[src/hw/rtl/ggeth_pkg.sv]
// Shared types, constants and helpers for the gray gradient edge threshold block.
// Used by every module under hw/rtl except ggeth_ram; depends on nothing.
package ggeth_pkg;

    localparam int MAX_WIDTH_DEF  = 1024;
    localparam int MAX_HEIGHT_DEF = 4096;
    localparam int QUEUE_DEPTH    = 4;
    localparam int SIZE_MIN       = 3;

    localparam int WIDTH_RESET  = 320;
    localparam int HEIGHT_RESET = 240;

    localparam int CFG_INDEX_W  = 2;
    localparam int CFG_DATA_W   = 17;
    localparam int IMG_WIDTH_W  = 11;
    localparam int IMG_HEIGHT_W = 13;
    localparam int THRESH_W     = 17;

    localparam int GRAY_W    = 8;
    localparam int GRAD_W    = 9;
    localparam int SQ_W      = 16;
    localparam int MAG_W     = 17;
    localparam int ROW_OUT_W = 12;
    localparam int COL_OUT_W = 10;

    localparam logic [THRESH_W-1:0] THRESHOLD_RESET = 17'd2000;
    localparam logic [7:0] EDGE_ON  = 8'd255;
    localparam logic [7:0] EDGE_OFF = 8'd0;

    typedef enum logic [CFG_INDEX_W-1:0] {
        CFG_IMAGE_WIDTH    = 2'd0,
        CFG_IMAGE_HEIGHT   = 2'd1,
        CFG_EDGE_THRESHOLD = 2'd2
    } cfg_index_t;

    // one interior window, classified and differenced, waiting for the back end
    typedef struct packed {
        logic signed [GRAD_W-1:0] dx;
        logic signed [GRAD_W-1:0] dy;
        logic [ROW_OUT_W-1:0]     row;
        logic [COL_OUT_W-1:0]     col;
        logic                     frame_end;
    } grad_t;

    function automatic int clamp_size(int v, int lo, int hi);
        int r;
        r = v;
        if (v < lo) r = lo;
        else if (v > hi) r = hi;
        return r;
    endfunction

    // shift-and-add luma, never above 251
    function automatic logic [GRAY_W-1:0] to_gray(logic [7:0] r, logic [7:0] g, logic [7:0] b);
        logic [GRAY_W:0] s;
        s = 9'(r >> 2) + 9'(r >> 4) + 9'(g >> 1) + 9'(g >> 4) + 9'(b >> 3);
        return s[GRAY_W-1:0];
    endfunction

endpackage

[src/hw/rtl/ggeth_back.sv]
// Back end: squares the gradients, sums and compares against the threshold,
// and holds the result in an output register. Depends on ggeth_pkg.
module ggeth_back (
    input  logic                                clk,
    input  logic                                rst_n,
    input  logic [ggeth_pkg::THRESH_W-1:0]      edge_threshold,
    input  logic                                q_not_empty,
    input  ggeth_pkg::grad_t                    q_data,
    output logic                                pop,
    output logic                                result_valid,
    input  logic                                result_ready,
    output logic [7:0]                          edge_value,
    output logic [ggeth_pkg::ROW_OUT_W-1:0]     center_row,
    output logic [ggeth_pkg::COL_OUT_W-1:0]     center_col,
    output logic                                frame_end
);

    localparam int SQ  = ggeth_pkg::SQ_W;
    localparam int MW  = ggeth_pkg::MAG_W;
    localparam int GDW = ggeth_pkg::GRAD_W;

    logic          b1_valid_reg;
    logic [SQ-1:0] b1_sqx_reg, b1_sqy_reg;
    logic [ggeth_pkg::ROW_OUT_W-1:0] b1_row_reg;
    logic [ggeth_pkg::COL_OUT_W-1:0] b1_col_reg;
    logic          b1_fe_reg;

    logic          out_valid_reg;
    logic [7:0]    out_edge_reg;
    logic [ggeth_pkg::ROW_OUT_W-1:0] out_row_reg;
    logic [ggeth_pkg::COL_OUT_W-1:0] out_col_reg;
    logic          out_fe_reg;

    logic                  out_load;
    logic                  b1_free;
    logic signed [2*GDW-1:0] prod_x, prod_y;
    logic [SQ-1:0]         sqx_next, sqy_next;
    logic [MW-1:0]         mag;
    logic [7:0]            edge_next;

    assign out_load = b1_valid_reg && (!out_valid_reg || result_ready);
    assign b1_free  = !b1_valid_reg || out_load;
    assign pop      = q_not_empty && b1_free;

    assign prod_x   = q_data.dx * q_data.dx;
    assign prod_y   = q_data.dy * q_data.dy;
    assign sqx_next = SQ'(prod_x);
    assign sqy_next = SQ'(prod_y);

    assign mag       = MW'(b1_sqx_reg) + MW'(b1_sqy_reg);
    assign edge_next = (mag > edge_threshold) ? ggeth_pkg::EDGE_ON : ggeth_pkg::EDGE_OFF;

    always_ff @(posedge clk or negedge rst_n)
    begin
        if (!rst_n)
        begin
            b1_valid_reg  <= 1'b0;
            out_valid_reg <= 1'b0;
        end
        else
        begin
            if (b1_free)
            begin
                b1_valid_reg <= pop;
            end
            if (out_load)
            begin
                out_valid_reg <= 1'b1;
            end
            else if (result_ready)
            begin
                out_valid_reg <= 1'b0;
            end
        end
    end

    always_ff @(posedge clk)
    begin
        if (pop)
        begin
            b1_sqx_reg <= sqx_next;
            b1_sqy_reg <= sqy_next;
            b1_row_reg <= q_data.row;
            b1_col_reg <= q_data.col;
            b1_fe_reg  <= q_data.frame_end;
        end
        if (out_load)
        begin
            out_edge_reg <= edge_next;
            out_row_reg  <= b1_row_reg;
            out_col_reg  <= b1_col_reg;
            out_fe_reg   <= b1_fe_reg;
        end
    end

    assign result_valid = out_valid_reg;
    assign edge_value   = out_edge_reg;
    assign center_row   = out_row_reg;
    assign center_col   = out_col_reg;
    assign frame_end    = out_fe_reg;

    a_pop_fills_b1: assert property (@(posedge clk) disable iff (!rst_n)
        pop |=> b1_valid_reg)
        else $error("popped window lost before the square stage");

    a_b1_holds: assert property (@(posedge clk) disable iff (!rst_n)
        (b1_valid_reg && !out_load) |=> (b1_valid_reg && $stable(b1_sqx_reg)
                                         && $stable(b1_row_reg)))
        else $error("square stage changed while the output was stalled");

endmodule

[config.mk]
export PLATFORM = sky130hd
export DESIGN_NAME = ggeth_back
export DESIGN_NICKNAME = d
export VERILOG_FILES = /design/src/hw/rtl/ggeth_pkg.sv /design/src/hw/rtl/ggeth_back.sv
export SDC_FILE = /design/constraint.sdc
export NUM_CORES = 1
export LEC_CHECK = 0
export BUFFER_PORTS_ARGS = -buffer_cell sky130_fd_sc_hd__buf_2
export CORE_ASPECT_RATIO = 1.5
export CORE_MARGIN = 2
export CORE_UTILIZATION = 60
export CTS_CLUSTER_SIZE = 20
export DETAILED_ROUTE_END_ITERATION = 8
export GPL_TIMING_DRIVEN = 0
export HOLD_SLACK_MARGIN = 0.03
export PLACE_DENSITY = 0.82
export SLEW_MARGIN = 20
export SYNTH_ARGS = -nofsm -noshare
export SYNTH_HDL_FRONTEND = slang
export SYNTH_SLANG_ARGS = --single-unit
[constraint.sdc]
create_clock -name clk -period 14.81 [get_ports clk]
set_clock_uncertainty 0.2 [all_clocks]
set_input_delay 0 -clock clk [delete_from_list [all_inputs] [get_ports clk]]
set_output_delay 0 -clock clk [all_outputs]
set_load 0.03 [all_outputs]
* After elaboration in Yosys (flattened, before gate mapping) *
Index checks and enable logic that the tools add are counted.

word-level totals
  flip-flop bits (word level) = 88
  bits of input ports = 62
  output and inout bits = 33
  logic and storage cells = 25

cells by class
  add/sub/neg operators = 1
  multipliers = 2
  order comparisons = 1
  multiplexer cells = 3
  reductions and logical operators = 7

operators with widths
  operator           number
  $mul 9x9->16       2
  $add 16x16->17     1
  $gt 17x17->1       1
  $mux 8             1
  $logic_and 1x1->1  2
  $logic_not 1->1    2
  $logic_or 1x1->1   2
  $mux 1             2
  $reduce_bool 2->1  1

* Logic depth before layout (Yosys ltp) *
  depth after elaboration = 5
  mapped depth = 18
  mapped depth without buffers = 17

* Worst setup path after synthesis *
OpenSTA, ideal clock, no wires.

  path type = reg2reg
  start = register out_valid_reg, in the netlist result_valid
  end = register b1_col_reg[0] (netlist name) (enable)
  setup time = 577 ps
  arrival time = 5182 ps
  data required time = 14033 ps
  path slack = 8852 ps
  cell stages (with the launch flop) = 3
  path buffers = 0
  clock period less this slack = 5958 ps
  cell sequence = dfrtp_1 > nor2b_1 > a21boi_0

on the way
  cells in the longest elaborated chain, start to end = 5

RTL lines
  item                      RTL line          source
  start: declaration        ggeth_back.sv:28  logic out_valid_reg;
  start signal: assignment  ggeth_back.sv:58  out_valid_reg <= 1'b0;
  start signal: assignment  ggeth_back.sv:68  out_valid_reg <= 1'b1;
  start signal: assignment  ggeth_back.sv:72  out_valid_reg <= 1'b0;
  $logic_not 1->1           ggeth_back.sv:41  assign out_load = b1_valid_reg && (!out_valid_reg || result_ready);
  $logic_or 1x1->1          ggeth_back.sv:41
  $logic_and 1x1->1         ggeth_back.sv:41
  $logic_or 1x1->1          ggeth_back.sv:42  assign b1_free = !b1_valid_reg || out_load;
  $logic_and 1x1->1         ggeth_back.sv:43  assign pop = q_not_empty && b1_free;
  named net pop             ggeth_back.sv:9   output logic pop,
  end signal: assignment    ggeth_back.sv:84  b1_col_reg <= q_data.col;
  end: declaration          ggeth_back.sv:25  logic [ggeth_pkg::COL_OUT_W-1:0] b1_col_reg;

The timed path passes the listed nets, and every way through them passes these cells.
A chain may end at the register's enable or synchronous reset.

* Final worst setup path *
  start = input q_data[24] (netlist name)
  end = register b1_sqy_reg[14] (data pin)

on the way
  cells in the longest elaborated chain, start to end = 1

RTL lines
  item                    RTL line          source
  start: declaration      ggeth_back.sv:8   input ggeth_pkg::grad_t q_data,
  $mul 9x9->16            ggeth_back.sv:46  assign prod_y = q_data.dy * q_data.dy;
  named net prod_y[14]    ggeth_back.sv:36  logic signed [2*GDW-1:0] prod_x, prod_y;
  end signal: assignment  ggeth_back.sv:82  b1_sqy_reg <= sqy_next;
  end: declaration        ggeth_back.sv:23  logic [SQ-1:0] b1_sqx_reg, b1_sqy_reg;

The timed path passes the listed nets, and every way through them passes these cells.

==> metrics.md <==
| Metric | Value |
|---|---|
| Top-count cell post-synth | inv_1 |
| Cell chain of the critical path | dlygate4sd3_1, buf_2, inv_1, nor2_1, inv_1, fa_1, inv_1, fa_1, fa_1, fa_1, fa_1, ha_1, o21ai_1, inv_1, a2111oi_0, nor4_1, nand4b_1 |
| Detail Route Antenna Nets | 0 |
| # hold bufs at CTS | 31 |
| Worst-margin pin slew | 1.08 ns |
| Yosys top cell by area | edfxtp_1 |
| Kind of end point of the critical path | register |
| Syn-to-layout area delta | 16.5% |
| First-pass GRT wire length | 27,300 um |
| DRC Markers | 0 |
| PwrDens | 199 nW/um^2 |
| Iteration-0 DRC Markers | 323 |
| Sequential-to-total area share from yosys stat | 28.7% |
| Gr usage total | 23.4% |
| Worst Path Max Fanout | 7 |
| # setup viols final | 0 |
| Synthesis warning total | 0 |
| Die X-Extent | 99.7 um |
| Synth Flop Type | edfxtp_1 |
| Vias in the first global route | 6,098 |
| Vias per std cell | 5.35 |
| Number of diodes | 0 |
| Worst path most repeated cell | fa_1 |
| Slowest cell on crit path | a2111oi_0 |
| WS Path Type | in2reg |
| Mapped Area | 8240 um^2 |
| Io pins | 95 |
| Initial antenna violation count | 0 |
| Family with the most delay on the worst path | adder cells |
| Worst-Skew Late Latency | 0.33 ns |
| Post-CTS Setup Bufs | 0 |
| Place WS | 9.35 ns |
| Leakage | 4.73 nW |
| Unique masters post-synth | 55 |
| Core area | 13,500 um^2 |
| CP Data Required Time | 14.69 ns |
| Synth Area per Inst | 11.0 um^2 |
| Filler cells | 957 |
| GR Util met2 | 45.3% |
| Routed vias | 5,610 |
| Status | completed |
| Gr busiest metal | met2 |
| CTS tree | done |
| Bufs on Longest Clock Path | 2 |
| Critical path buffer and inverter count | 6 |
| TNS Setup | 0 ns |
| Achievable clock frequency | 0.182 GHz |
| Synth top area share | 28.1% |
| RSZ-0062 raised after global routing | no |
| Drt wl/cell | 15.4 um |
| Commonest cells in the synthesized netlist | inv_1, fa_1, ha_1 |
| Period utilisation layout | 37.1% |
| Share of cells above drive strength 1 | 14.7% |
| Hold Crit Class | in2reg |
| Maximum vdd drop | 181 uV |
| Root Driver | clkbuf_16 |
| Final WL | 16,200 um |
| Met3 Use GR | 3.40% |
| EDFF count, synth | 77 |
| Async SR Flop Fraction | 2.53% |
| Num rows | 52 |
| Final Hold Vio Count | 0 |
| Reg2reg setup slack | 10.88 ns |
| Initial Util | 61.2% |
| Sink Count | 79 |
| Die Span Y | 148 um |
| Mapped Cells | 746 |
| Hpwl dp | 12,800 um |
| Port Buffers | 92 |
| Minimum clock period | 5.49 ns |
| Slew Viols, Final | 0 |
| Met1 GRT Util | 25.8% |
| Worst Setup Start Kind | primary input |
| Syn nets | 1,015 |
| TritonCTS buffer count | 9 |
| Worst slew margin | 28.0% |
| Worst setup margin | 9.32 ns |
| GPL Wtd Cong | 0.855 |
| Slowest Stage Delay on Critical Path | 0.72 ns |
| Critical Path AT | 5.37 ns |
| Largest net degree at the start of global routing | 26 |
| Total Nets Final | 1,151 |
| CTS clock-pin slew for the worst setup and hold paths | 0.06 ns |
| Pre-antenna DRT Iters | 4 |
| CTS HTree Levels | 3 |
| Synthesized flop and latch total | 79 |
| MaxCap Viol Count | 0 |
| Die area | 14,700 um^2 |
| Main area contributors after synthesis | edfxtp_1, fa_1, ha_1 |
| GRT Residual Overflow | 0 |
| Post_cts resized | 0 |
## final timing paths
kind	start	end	cells after the start
min	q_data[34]	b1_sqx_reg[3]	3
max in group asynchronous	rst_n	b1_valid_reg	3
max reg2reg	b1_sqx_reg[3]	edge_value[6]	11
min in group asynchronous	rst_n	result_valid	3
max	q_data[24]	b1_sqy_reg[14]	17
min reg2reg	b1_col_reg[0]	center_col[0]	0
## area by class of cell
cell class                      count  area, um^2  area share [%]
Multi-Input combinational cell    494        5220            54.3
Sequential cell                    79        2360            24.6
Timing Repair Buffer              125         826            8.60
Inverter                          156         586            6.10
Clock buffer                       10         229            2.38
Tap cell                          162         203            2.11
Clock inverter                      6        93.8           0.977
Buffer                             17        90.1           0.938
## where the power goes
group | internal [mW] | switching (mW) | leakage, nW
Clock | 0.149 | 0.0873 | 0.153
Combinational | 0.601 | 0.709 | 3.82
Sequential | 0.347 | 0.0183 | 0.761
Total | 1.10 | 0.815 | 4.73
## cells in the final DEF, fill, tap and decap left out, drive strengths merged, types with 20 or more instances in the layout
cell type / instances
dlygate4sd3: 31
a21oi: 23
buf: 101
inv: 157
and2: 30
ha: 103
clkbuf: 20
xnor2: 42
fa: 104
edfxtp: 77
nor2: 25
nand2: 47
## stage by stage
step                util, %  total power [mW]  std cells  cell area (um^2)  hold WS [ns]
floorplan                 -              1.41        746              8240        -0.496
global placement       66.1              1.62       1000              8900        -0.413
detailed placement     66.6              1.66       1002              8970        -0.413
CTS                    71.3              1.92       1049              9600        0.0474
global route           71.3              2.12       1049              9600        0.0862
finish                 71.3              1.91       1049              9600        0.0616
## tightest hold or removal path: cells and delay by family
family	cells	cell delay, ns
fa+ha+maj	1	0.13
buf+inv	1	0.19
simple gates	1	0.16
## layer usage
metal	share of wire [%]	vias up	wire, um
li1	-	2688	-
met1	38	2747	6120
met2	55	142	8930
met3	4.4	33	707
met5	0	-	0
met4	2.7	0	441
## cells by family after synthesis
family / after synthesis / share of synthesized area [%]
flip-flops: 79 / 28.7
buffers and inverters: 173 / 8.20
XOR/XNOR: 56 / 5.95
multiplexers: 1 / 0.137
adder cells (fa/ha/maj): 207 / 40.9
AO/OA/AOI/OAI: 85 / 7.38
AND/OR/NAND/NOR: 145 / 8.77
Power figures use the tool's default switching activity.
