**src/hw/rtl/ggeth_pkg.sv**
```systemverilog
// Shared types, constants and helpers for the gray gradient edge threshold block.
// Used by every module under hw/rtl except ggeth_ram; depends on nothing.
package ggeth_pkg;

    localparam int MAX_WIDTH_DEF  = 1024;
    localparam int MAX_HEIGHT_DEF = 4096;
    localparam int QUEUE_DEPTH    = 4;
    localparam int SIZE_MIN       = 3;

    localparam int WIDTH_RESET  = 320;
    localparam int HEIGHT_RESET = 240;

    localparam int CFG_INDEX_W  = 2;
    localparam int CFG_DATA_W   = 17;
    localparam int IMG_WIDTH_W  = 11;
    localparam int IMG_HEIGHT_W = 13;
    localparam int THRESH_W     = 17;

    localparam int GRAY_W    = 8;
    localparam int GRAD_W    = 9;
    localparam int SQ_W      = 16;
    localparam int MAG_W     = 17;
    localparam int ROW_OUT_W = 12;
    localparam int COL_OUT_W = 10;

    localparam logic [THRESH_W-1:0] THRESHOLD_RESET = 17'd2000;
    localparam logic [7:0] EDGE_ON  = 8'd255;
    localparam logic [7:0] EDGE_OFF = 8'd0;

    typedef enum logic [CFG_INDEX_W-1:0] {
        CFG_IMAGE_WIDTH    = 2'd0,
        CFG_IMAGE_HEIGHT   = 2'd1,
        CFG_EDGE_THRESHOLD = 2'd2
    } cfg_index_t;

    // one interior window, classified and differenced, waiting for the back end
    typedef struct packed {
        logic signed [GRAD_W-1:0] dx;
        logic signed [GRAD_W-1:0] dy;
        logic [ROW_OUT_W-1:0]     row;
        logic [COL_OUT_W-1:0]     col;
        logic                     frame_end;
    } grad_t;

    function automatic int clamp_size(int v, int lo, int hi);
        int r;
        r = v;
        if (v < lo) r = lo;
        else if (v > hi) r = hi;
        return r;
    endfunction

    // shift-and-add luma, never above 251
    function automatic logic [GRAY_W-1:0] to_gray(logic [7:0] r, logic [7:0] g, logic [7:0] b);
        logic [GRAY_W:0] s;
        s = 9'(r >> 2) + 9'(r >> 4) + 9'(g >> 1) + 9'(g >> 4) + 9'(b >> 3);
        return s[GRAY_W-1:0];
    endfunction

endpackage

```
**src/hw/rtl/ggeth_queue.sv**
```systemverilog
// Short FIFO of differenced windows between front and back end.
// Depends on ggeth_pkg.
module ggeth_queue #(
    parameter int DEPTH = ggeth_pkg::QUEUE_DEPTH
) (
    input  logic                         clk,
    input  logic                         rst_n,
    input  logic                         push,
    input  ggeth_pkg::grad_t             push_data,
    input  logic                         pop,
    output ggeth_pkg::grad_t             pop_data,
    output logic [$clog2(DEPTH+1)-1:0]   count,
    output logic                         not_empty
);

    localparam int PW  = $clog2(DEPTH);
    localparam int CNW = $clog2(DEPTH + 1);

    ggeth_pkg::grad_t slot_reg [DEPTH];
    logic [PW-1:0]    head_reg, head_next;
    logic [PW-1:0]    tail_reg, tail_next;
    logic [CNW-1:0]   count_reg, count_next;

    always_comb
    begin
        head_next  = head_reg;
        tail_next  = tail_reg;
        count_next = count_reg;
        if (push)
        begin
            tail_next = (tail_reg == PW'(DEPTH - 1)) ? '0 : tail_reg + PW'(1);
        end
        if (pop)
        begin
            head_next = (head_reg == PW'(DEPTH - 1)) ? '0 : head_reg + PW'(1);
        end
        if (push && !pop)
        begin
            count_next = count_reg + CNW'(1);
        end
        else if (pop && !push)
        begin
            count_next = count_reg - CNW'(1);
        end
    end

    always_ff @(posedge clk or negedge rst_n)
    begin
        if (!rst_n)
        begin
            head_reg  <= '0;
            tail_reg  <= '0;
            count_reg <= '0;
        end
        else
        begin
            head_reg  <= head_next;
            tail_reg  <= tail_next;
            count_reg <= count_next;
        end
    end

    always_ff @(posedge clk)
    begin
        if (push)
        begin
            slot_reg[tail_reg] <= push_data;
        end
    end

    assign pop_data  = slot_reg[head_reg];
    assign count     = count_reg;
    assign not_empty = (count_reg != '0);

    a_no_overflow: assert property (@(posedge clk) disable iff (!rst_n)
        push |-> (count_reg < CNW'(DEPTH)))
        else $error("push into a full queue");

    a_no_underflow: assert property (@(posedge clk) disable iff (!rst_n)
        pop |-> (count_reg != '0))
        else $error("pop from an empty queue");

endmodule

```
**config.mk**
```make
export PLATFORM = sky130hd
export DESIGN_NAME = ggeth_queue
export DESIGN_NICKNAME = d
export VERILOG_FILES = /design/src/hw/rtl/ggeth_pkg.sv /design/src/hw/rtl/ggeth_queue.sv
export SDC_FILE = /design/constraint.sdc
export NUM_CORES = 1
export LEC_CHECK = 0
export ABC_AREA = 1
export BUFFER_PORTS_ARGS = -buffer_cell sky130_fd_sc_hd__buf_2
export CAP_MARGIN = 40
export CORE_UTILIZATION = 30
export CTS_CLUSTER_DIAMETER = 80
export DETAILED_ROUTE_END_ITERATION = 16
export PLACE_DENSITY_LB_ADDON = 0.25
export SYNTH_ARGS = -nofsm -noshare
export SYNTH_HDL_FRONTEND = slang
export SYNTH_SLANG_ARGS = --single-unit
```
**constraint.sdc**
```tcl
create_clock -name clk -period 2.6 [get_ports clk]
set_input_delay 0.13 -clock clk [delete_from_list [all_inputs] [get_ports clk]]
set_output_delay 0.13 -clock clk [all_outputs]
set_load 0.02 [all_outputs]
```
### Yosys cells after proc, flatten, opt, wreduce, memory -nomap -nowiden

Memories as Yosys holds them, arrays and structs flattened.
Index checks and enable logic that the tools add are counted.

* flip-flop bits (word level): 7
* bits in writable memories: 164
* input bits: 45
* output and inout port bits: 45
* logic and storage cells: 22
* memories: 1

* add/sub/neg operators: 4
* eq/ne operators: 2
* multiplexer cells: 6
* reduce and logical (&&, ||, !) cells: 6

Memory list
* slot_reg: depth 4, bits a word 41, rd ports 1, clocked after Yosys merged registers in 0, write ports 1, RTL line ggeth_queue.sv:19 `ggeth_pkg::grad_t slot_reg [DEPTH];`

Operators with widths (count)
* $mux W3: 2
* $add A2 B1 Y2 const B: 2
* $eq A2 B2 Y1 const B: 2
* $mux W2: 2
* $add A3 B1 Y3 const B: 1
* $reduce_bool A3 Y1: 1
* $sub A3 B1 Y3 const B: 1
* $logic_and A1 B1 Y1: 2
* $logic_not A1 Y1: 2
* $mux W1: 2
* $reduce_bool A2 Y1: 1

### Depth between registers and ports, before layout

Gate-level depths: netlist of run 1.

* depth in word-level cells: 4
* gate-level depth with buffers: 9
* gate-level depth less buffers: 9

### Worst setup path before layout of run 1

No wires, ideal clock.

* path kind: register to register
* start point: register tail_reg[0]
* end point: memory slot_reg[0][0] in the netlist's numbering (enable)
* library setup time: 395 ps
* arrival time: 1466 ps
* data required time: 2205 ps
* setup slack: 739 ps
* cell stages (with the launch flop): 5
* buffers on the path: 0
* period minus slack after synthesis: 1861 ps
* cells stage by stage: dfrtp_1 -> inv_1 -> ha_1 -> nand2_1 -> inv_1

RTL lines
* start, declared: RTL line ggeth_queue.sv:21 `logic [PW-1:0] tail_reg, tail_next;`
* start signal, assigned: RTL line ggeth_queue.sv:58 `tail_reg <= tail_next;`
* end, declared: RTL line ggeth_queue.sv:19

Straight into the memory's write port.

==> results.json, run 1 <==
{
  "status": "finished clean",
  "worst-r2r-cell-count": 4,
  "min_period_ns": 2.23,
  "worst-path-max-fanout": 47,
  "timing.rr.start": "tail_reg[0]",
  "hp-class": "input port to flop",
  "placedInstanceArea_sq_um": 7710,
  "syn_avg_cell_area_sq_um": 13.1,
  "power_frac_seq_pct": 39.5,
  "stdcell_count": 964,
  "diodes": 0,
  "wl_per_cell_um": 14.8,
  "tritoncts": "built",
  "hold_depth": 2,
  "chipWidth_um": 155,
  "grt_pass1_vias": 4160,
  "numPortBuffers": 89,
  "clock-sinks": 171,
  "clkSlewWorstSetupHoldPaths_ns": 0.07,
  "antenna_found_initial": 0,
  "clock.fmax_ghz": 0.449,
  "ys_warn_count": 0,
  "rsz0062_at_grt": "no",
  "fin_area_sq_um": 8700,
  "slew_viol_final": 0,
  "r2r_setup_slack_ns": 0.90,
  "root_buffer": "clkbuf_16",
  "crit_required_ns": 2.47,
  "clockBufferDepth": 2,
  "cts_max_level": 4,
  "maxCapViolations": 0,
  "die_area_sq_um": 23900,
  "power_frac_comb_pct": 34.4,
  "power_leakage_nw": 3.53,
  "largest_reg_flops": 164,
  "hpwl_um": 8760,
  "clock_skew_ns": 0.00963,
  "via_count": 4268,
  "place_congestion": 0.697,
  "crit_end": "pop_data[29]",
  "layout-drive-gt1-share_pct": 19.6,
  "postRouteAntennaNets": 0,
  "ys_ff_latch": 171,
  "final_common_cell": "edfxtp_1",
  "syn-num-nets": 583,
  "crit_path_start": "head_reg[0]",
  "tightest_slew_ns": 0.580,
  "grt_max_degree": 48,
  "cellPowerDensity_nw_per_um2": 1070,
  "drtIter0Drc": 201,
  "cp-start-kind": "flop",
  "numCtsBuffers": 17,
  "slowest_delay_ns": 0.42,
  "yosysSeqAreaShare_pct": 73.0,
  "p_int_mw": 5.97,
  "clk_latency_ns": 0.42,
  "fillCellCount": 2190,
  "firstDrtPassIters": 4,
  "area_growth_pct": 24.7,
  "critical_path.cell_chain": "inv_4 -> buf_4 -> nand2_1 -> o211ai_1 -> nand2_1 -> buf_2",
  "grt_use_total_pct": 12.6,
  "cpMostUsedCell": "nand2_1",
  "syn_inst": 531,
  "setup_viol": 0,
  "remaining_drc_errors": 0,
  "fin_tns_setup_ns": 0,
  "switching_share_pct": 35.8,
  "via_per_inst": 4.43,
  "setup_ws_ns": 0.370,
  "worst_slew_margin_rel_pct": 61.3,
  "power.switching_mw": 3.33,
  "cp_slowest_cell": "dfrtp_1",
  "nets": 718,
  "synth_area_sq_um": 6980,
  "synth.distinct_cells": 15,
  "grt_overflow": 0,
  "timing.rr.end": "slot_reg[3][14]",
  "initial_utilization_pct": 30.7,
  "die_h_um": 155,
  "wl_um": 14200,
  "power.share.clock_pct": 26.1,
  "cp-end-kind": "primary output",
  "setup.worst_path.class": "flop to primary output",
  "io_pins": 90,
  "core_area_sq_um": 22700,
  "dpl_worst_slack_ns": 0.817,
  "final-hold-violation-count": 0,
  "period_share_pct": 85.8,
  "rows": 55,
  "peakVddDrop_v": 0.000418,
  "post-place-cells": 889,
  "grt_first_pass_wirelength_um": 22400,
  "final_cell_mix": "edfxtp_1 (164), nand2_1 (139), inv_1 (89), buf_2 (89), o211ai_1 (82)",
  "arrival_ns": 2.10,
  "whs_ns": 0.0235
}
-- synthesized netlist by cell type, drive strengths merged --
library cell	number	area (sq um)
o21ai	4	20.0
nand3	1	5.00
edfxtp	164	4920
inv	95	357
ha	6	75.1
nand2	139	522
dfrtp	7	175
o211ai	82	616
nand4	1	6.26
nor2	3	11.3
fa	1	20.0
buf	27	241
xnor2	1	8.76
-- layout make-up --
cell class / count / area (sq um) / share of cell area [%]
inverter: 95 / 359 / 4.13
tap: 285 / 357 / 4.10
multi-input combinational: 238 / 1280 / 14.7
timing repair buffer: 143 / 1040 / 12.0
sequential: 171 / 5100 / 58.6
clock inverter: 12 / 125 / 1.44
clock buffer: 20 / 437 / 5.02
-- cells by family after synthesis --
logic type | count (synthesis) | share of synthesized area [%]
flip-flops | 171 | 73.0
XOR/XNOR | 1 | 0.125
buffers and inverters | 122 | 8.57
AO/OA/AOI/OAI | 86 | 9.10
AND/OR/NAND/NOR | 144 | 7.80
adder cells (fa/ha/maj) | 7 | 1.36
-- power by group through the flow --
stage               clock network [mW]  logic, mW  registers, mW
detailed placement                   0       3.23           3.73
floorplan                            0       2.21           3.74
finish                            2.42       3.20           3.67
global route                      2.60       3.55           3.71
global placement                     0       3.12           3.71
CTS                               2.49       3.29           3.67
-- stage by stage --
stage                     utilization, %  total power [mW]
after global placement              33.8              6.83
after global routing                38.3              9.86
final                               38.3              9.29
after floorplan                        -              5.94
after detailed placement            34.0              6.96
after CTS                           38.3              9.45
-- how the worst min path moves through the flow --
stage / startpoint / to / slack [ns]
after CTS: push / tail_reg[0] / 0.005
after global placement: rst_n / count[2] / -0.02
final: push / tail_reg[0] / 0.02
after floorplan: rst_n / count[0] / -0.17
after detailed placement: rst_n / count[2] / -0.01
after global routing: push / tail_reg[1] / 0.03
-- timing repair --
action	in CTS	in global routing
gates resized for setup	0	0
endpoints found under the hold margin	173	0
buffers inserted	0	0
hold buffers	43	0
-- critical path: cells and delay by family, from the launching register on --
family | cells | cell delay [ns]
buffers and inverters | 3 | 0.93
AO/OA/AOI/OAI | 1 | 0.10
AND/OR/NAND/NOR | 2 | 0.22
flip-flops | 1 | 0.42
-- routing by layer --
| layer | GRT usage [%] | wire length [um] | up-vias |
|---|---|---|---|
| li1 | - | - | 2112 |
| met1 | 15.5 | 6630 | 2057 |
| met2 | 21.1 | 6900 | 86 |
| met3 | 3.59 | 569 | 13 |
| met4 | 4.43 | 133 | 0 |
| met5 | 0 | 0 | - |
No activity file was read; power rests on OpenSTA's default activity.
==> run 2: changes to the inputs <==
--- a/config.mk
+++ b/config.mk
@@ -6,11 +6,11 @@
 export NUM_CORES = 1
 export LEC_CHECK = 0
 export ABC_AREA = 1
-export BUFFER_PORTS_ARGS = -buffer_cell sky130_fd_sc_hd__buf_2
 export CAP_MARGIN = 40
 export CORE_UTILIZATION = 30
 export CTS_CLUSTER_DIAMETER = 80
 export DETAILED_ROUTE_END_ITERATION = 16
+export DONT_BUFFER_PORTS = 1
 export PLACE_DENSITY_LB_ADDON = 0.25
 export SYNTH_ARGS = -nofsm -noshare
 export SYNTH_HDL_FRONTEND = slang
==> run 2 against run 1 <==
Clock skew increased by 0.0018 ns. Sequential power increased by 1%. Global-route usage decreased by 0.20 points. Wire length decreased by 2.6%. Die area unchanged. Register-to-register slack got worse by 0.14 ns. Non-clock buffer count decreased by 88. Utilization decreased by 2.1 points. Clock-buffer cell count decreased by 2. Critical path depth decreased by 1. Critical path type unchanged. Critical endpoint is now pop_data[2].
==> results.json, run 2 (synthesis gave the netlist of run 1 again) <==
{
  "maxCapViolations": 0,
  "cts_setup_buffers": 0,
  "cpMostUsedCell": "nand2_1",
  "drtIter0Drc": 199,
  "p_int_mw": 5.49,
  "largest_reg_flops": 164,
  "min_period_ns": 2.10,
  "final_cell_mix": "edfxtp_1 (164), nand2_1 (139), inv_1 (89), o211ai_1 (82), dlygate4sd3_1 (44)",
  "grt_max_degree": 64,
  "final_common_cell": "edfxtp_1",
  "total_power_mw": 8.70,
  "switching_share_pct": 36.8,
  "worst_slew_margin_rel_pct": 62.6,
  "grt_pass1_vias": 4056,
  "via_count": 3927,
  "cpLargestDelayFamily": "buffers and inverters",
  "rows": 55,
  "numCtsBuffers": 17,
  "clk_latency_ns": 0.42,
  "firstDrtPassIters": 4,
  "tritoncts": "built",
  "cp-start-kind": "flop",
  "clock-sinks": 171,
  "numPortBuffers": 0,
  "cts_hold_buf": 44,
  "power.switching_mw": 3.20,
  "cp-end-kind": "primary output",
  "path_buf_inv": 2,
  "postRouteAntennaNets": 0,
  "cts_max_level": 4,
  "io_pins": 90,
  "grt_overflow": 0,
  "die_h_um": 155,
  "period_share_pct": 80.9,
  "clock_skew_ns": 0.0114,
  "slew_viol_final": 0,
  "core_area_sq_um": 22700,
  "power.share.clock_pct": 26.5,
  "place_congestion": 0.658,
  "area_growth_pct": 17.7,
  "setup_viol": 0,
  "power_leakage_nw": 3.17,
  "worst-path-max-fanout": 53,
  "cts_resized": 0,
  "placedInstanceArea_sq_um": 7230,
  "power_frac_comb_pct": 30.9,
  "final-hold-violation-count": 0,
  "fillCellCount": 2175,
  "nets": 630,
  "clkSlewWorstSetupHoldPaths_ns": 0.06,
  "fin_area_sq_um": 8220,
  "rsz0062_at_grt": "no",
  "power_frac_seq_pct": 42.6,
  "arrival_ns": 1.97,
  "via_per_inst": 4.46,
  "hp-class": "input port to flop",
  "peakVddDrop_v": 0.000486,
  "die_area_sq_um": 23900,
  "root_buffer": "clkbuf_16",
  "cp_slowest_cell": "dfrtp_1",
  "fin_tns_setup_ns": 0,
  "wl_um": 13900,
  "remaining_drc_errors": 0,
  "hpwl_um": 8820,
  "grt_use_total_pct": 12.4,
  "wl_per_cell_um": 15.8,
  "crit_required_ns": 2.47,
  "antenna_found_initial": 4,
  "grt_first_pass_wirelength_um": 22000,
  "tightest_slew_ns": 0.561,
  "chipWidth_um": 155,
  "slowest_delay_ns": 0.42,
  "clockBufferDepth": 2,
  "critical_path.cell_chain": "inv_4 -> buf_12 -> nand2_1 -> o211ai_1 -> nand2_1",
  "initial_utilization_pct": 30.7,
  "clock.fmax_ghz": 0.476,
  "setup.worst_path.class": "flop to primary output",
  "status": "finished clean",
  "cellPowerDensity_nw_per_um2": 1060,
  "layout-drive-gt1-share_pct": 7.45
}
-- run 2: changes by cell type in the layout (fill, tap and decap cells not counted), sizes merged --
cell,before,now
buf,100,11
bufinv,2,1
clkbuf,20,18
clkinv,7,12
clkinvlp,3,1
diode,0,4
dlygate4sd3,43,44
-- run 2: per-stage QoR --
stage	setup slack (ns)	util (%)	hold WS [ns]	cells
global route	0.334	36.2	0.0386	880
finish	0.497	36.2	0.0207	880
detailed placement	0.733	31.9	-0.165	800
CTS	0.451	36.1	0.00245	876
floorplan	0.739	-	-0.166	531
global placement	0.738	31.9	-0.165	800
-- run 2: tightest hold or removal path: stages --
cell	delay [ns]
inv_1	0.04
ha_1	0.16
xnor2_1	0.07
-- run 2: cell type report --
cell class | instances | area [sq um] | area share (%)
timing repair buffer | 55 | 573 | 6.97
inverter | 95 | 359 | 4.37
sequential | 171 | 5100 | 62.1
tap | 285 | 357 | 4.34
multi-input combinational | 238 | 1280 | 15.6
clock buffer | 18 | 429 | 5.22
clock inverter | 14 | 106 | 1.29
antenna | 4 | 10.0 | 0.122
-- run 2: metal layers --
| metal | up-vias | global-route usage [%] | share of wire [%] |
|---|---|---|---|
| li1 | 1940 | - | - |
| met1 | 1891 | 14.9 | 45 |
| met2 | 86 | 19.8 | 47 |
| met3 | 10 | 5.60 | 7.8 |
| met4 | 0 | 3.82 | 0.77 |
| met5 | - | 0 | 0 |
-- run 2: power groups by stage --
stage | logic (mW) | clock network (mW) | registers [mW]
finish | 2.69 | 2.30 | 3.71
global route | 3.01 | 2.45 | 3.75
CTS | 2.77 | 2.36 | 3.71
detailed placement | 2.68 | 0 | 3.77
global placement | 2.64 | 0 | 3.75
floorplan | 2.21 | 0 | 3.74
-- run 2: final timing paths --
kind                       cells past startpoint         endpoint  slack, ns         from
max in group asynchronous                      1      head_reg[1]       2.23        rst_n
setup reg to reg                               5  slot_reg[0][17]       0.76  tail_reg[0]
hold reg to reg                                3      head_reg[0]       0.61  head_reg[0]
setup / recovery                               5      pop_data[2]       0.50  head_reg[0]
min in group asynchronous                      1      tail_reg[1]       0.07        rst_n
hold / removal                                 3         count[0]       0.02          pop
==> run 3: changes to the inputs <==
==> constraint.sdc (replaced) <==
create_clock -name clk -period 2.1 [get_ports clk]
set_input_delay 0.105 -clock clk [delete_from_list [all_inputs] [get_ports clk]]
set_output_delay 0.105 -clock clk [all_outputs]
set_load 0.02 [all_outputs]
==> run 3 against run 2 <==
Combinational power grew 28%. Non-clock buffer count increased by 4. Clock skew is 0.0018 ns lower. Total power grew 30%. Clock power up 43%. Die area unchanged. Clock-buffer cell count decreased by 1. Sequential share of layout area fell by 0.90 points. Via count rose by 0.38%.
==> results.json, run 3 (synthesis gave the netlist of run 1 again) <==
{
  "power.share.clock_pct": 29.0,
  "placedInstanceArea_sq_um": 7260,
  "setup_ws_ns": 0.204,
  "via_count": 3942,
  "status": "finished clean",
  "clk_latency_ns": 0.42,
  "final_cell_mix": "edfxtp_1 (164), nand2_1 (139), inv_1 (89), o211ai_1 (82), dlygate4sd3_1 (44)",
  "worst-path-max-fanout": 20,
  "io_pins": 90,
  "peakVddDrop_v": 0.000634,
  "fin_area_sq_um": 8340,
  "initial_utilization_pct": 30.7,
  "via_per_inst": 4.46,
  "r2r_setup_slack_ns": 0.59,
  "arrival_ns": 1.79,
  "remaining_drc_errors": 0,
  "min_period_ns": 1.90,
  "firstDrtPassIters": 4,
  "largest_reg_flops": 164,
  "hp-class": "input port to async pin",
  "period_share_pct": 90.3,
  "clock_skew_ns": 0.00963,
  "clockBufferDepth": 2,
  "nets": 634,
  "power_frac_seq_pct": 40.6,
  "whs_ns": 0.0436,
  "total_power_mw": 11.3,
  "grt_overflow": 0,
  "numPortBuffers": 0,
  "fin_tns_setup_ns": 0,
  "maxCapViolations": 0,
  "hpwl_um": 8820,
  "power.switching_mw": 4.15,
  "layout-drive-gt1-share_pct": 9.08,
  "worst_slew_margin_rel_pct": 61.0,
  "die_area_sq_um": 23900,
  "cts_max_level": 4,
  "cp-end-kind": "primary output",
  "area_growth_pct": 19.5,
  "antenna_found_initial": 4,
  "setup.worst_path.class": "flop to primary output",
  "clock-sinks": 171,
  "fillCellCount": 2157,
  "rsz0062_at_grt": "no",
  "crit_path_start": "head_reg[1]",
  "cp-start-kind": "flop",
  "tightest_slew_ns": 0.585,
  "clock.fmax_ghz": 0.527,
  "grt_pass1_vias": 3879,
  "final_common_cell": "edfxtp_1",
  "clkSlewWorstSetupHoldPaths_ns": 0.07,
  "crit_required_ns": 2.00,
  "final-hold-violation-count": 0,
  "place_congestion": 0.698,
  "chipWidth_um": 155,
  "p_int_mw": 7.16,
  "slew_viol_final": 0,
  "root_buffer": "clkbuf_16",
  "timing.rr.start": "tail_reg[0]",
  "power_frac_comb_pct": 30.4,
  "core_area_sq_um": 22700,
  "switching_share_pct": 36.7,
  "grt_max_degree": 46,
  "numCtsBuffers": 17,
  "rows": 55,
  "tritoncts": "built",
  "die_h_um": 155,
  "drtIter0Drc": 239,
  "cellPowerDensity_nw_per_um2": 1360,
  "postRouteAntennaNets": 0,
  "wl_per_cell_um": 16.1,
  "power_leakage_nw": 3.24,
  "grt_first_pass_wirelength_um": 21900,
  "setup_viol": 0,
  "grt_use_total_pct": 12.5,
  "dpl_worst_slack_ns": 0.571,
  "wl_um": 14200
}
==> run 3: cell types whose count changed in the layout (fill, tap and decap cells not counted), sizes merged <==
| cell | delta |
|---|---|
| buf | +4 |
| bufinv | +2 |
| clkbuf | -1 |
| clkinv | -8 |
| clkinvlp | -1 |
| diode | -1 |
| inv | +8 |
==> run 3: power by group through the flow <==
stage	combinational (mW)	clock, mW	sequential, mW
2_1_floorplan	2.73	0	4.63
5_1_grt	3.84	3.51	4.64
3_5_place_dp	3.43	0	4.66
3_3_place_gp	3.37	0	4.65
4_1_cts	3.54	3.37	4.59
6_report	3.43	3.28	4.59
==> run 3: final timing paths <==
check                      depth (start not counted)         endpoint
setup / recovery                                   4      pop_data[2]
hold / removal                                     1         count[1]
setup reg to reg                                   4  slot_reg[3][14]
hold reg to reg                                    2      tail_reg[1]
max in group asynchronous                          1      head_reg[1]
min in group clk                                   2   slot_reg[3][2]
==> run 3: per-stage QoR <==
step           utilization (%)  instances
3_3_place_gp              32.0        804
5_1_grt                   36.7        883
2_1_floorplan                -        531
6_report                  36.7        883
4_1_cts                   36.7        880
3_5_place_dp              32.0        804
==> run 3: worst max-delay path, cell delays in order (launching register included) <==
cell and delay [ns]:
dfrtp_2 0.40, inv_2 0.22, buf_4 0.34, o211ai_1 0.15, nand2_1 0.25
==> run 3: what timing repair did <==
action	CTS	global route
endpoints found under the hold margin	177	0
hold buffers	44	0
gates resized for setup	0	1
setup buffers	0	0
setup endpoints to repair	0	1
==> run 3: area by class of cell <==
cell class	count	area (sq um)	area share, %
flip-flops and latches	171	5100	61.2
clock buffers	17	425	5.10
diodes	3	7.51	0.0900
repair buffers	59	603	7.23
well taps	285	357	4.28
inverters	95	362	4.34
clock inverters	15	201	2.42
multi-input cells	238	1280	15.4
==> run 3: layer usage <==
metal  wire [um]  global-route usage, %  up-vias
li1            -                      -     1950
met1        6510                   15.5     1900
met2        6670                   19.8       77
met3         905                   5.21       13
met4         136                   4.01        2
met5          13                      0        -
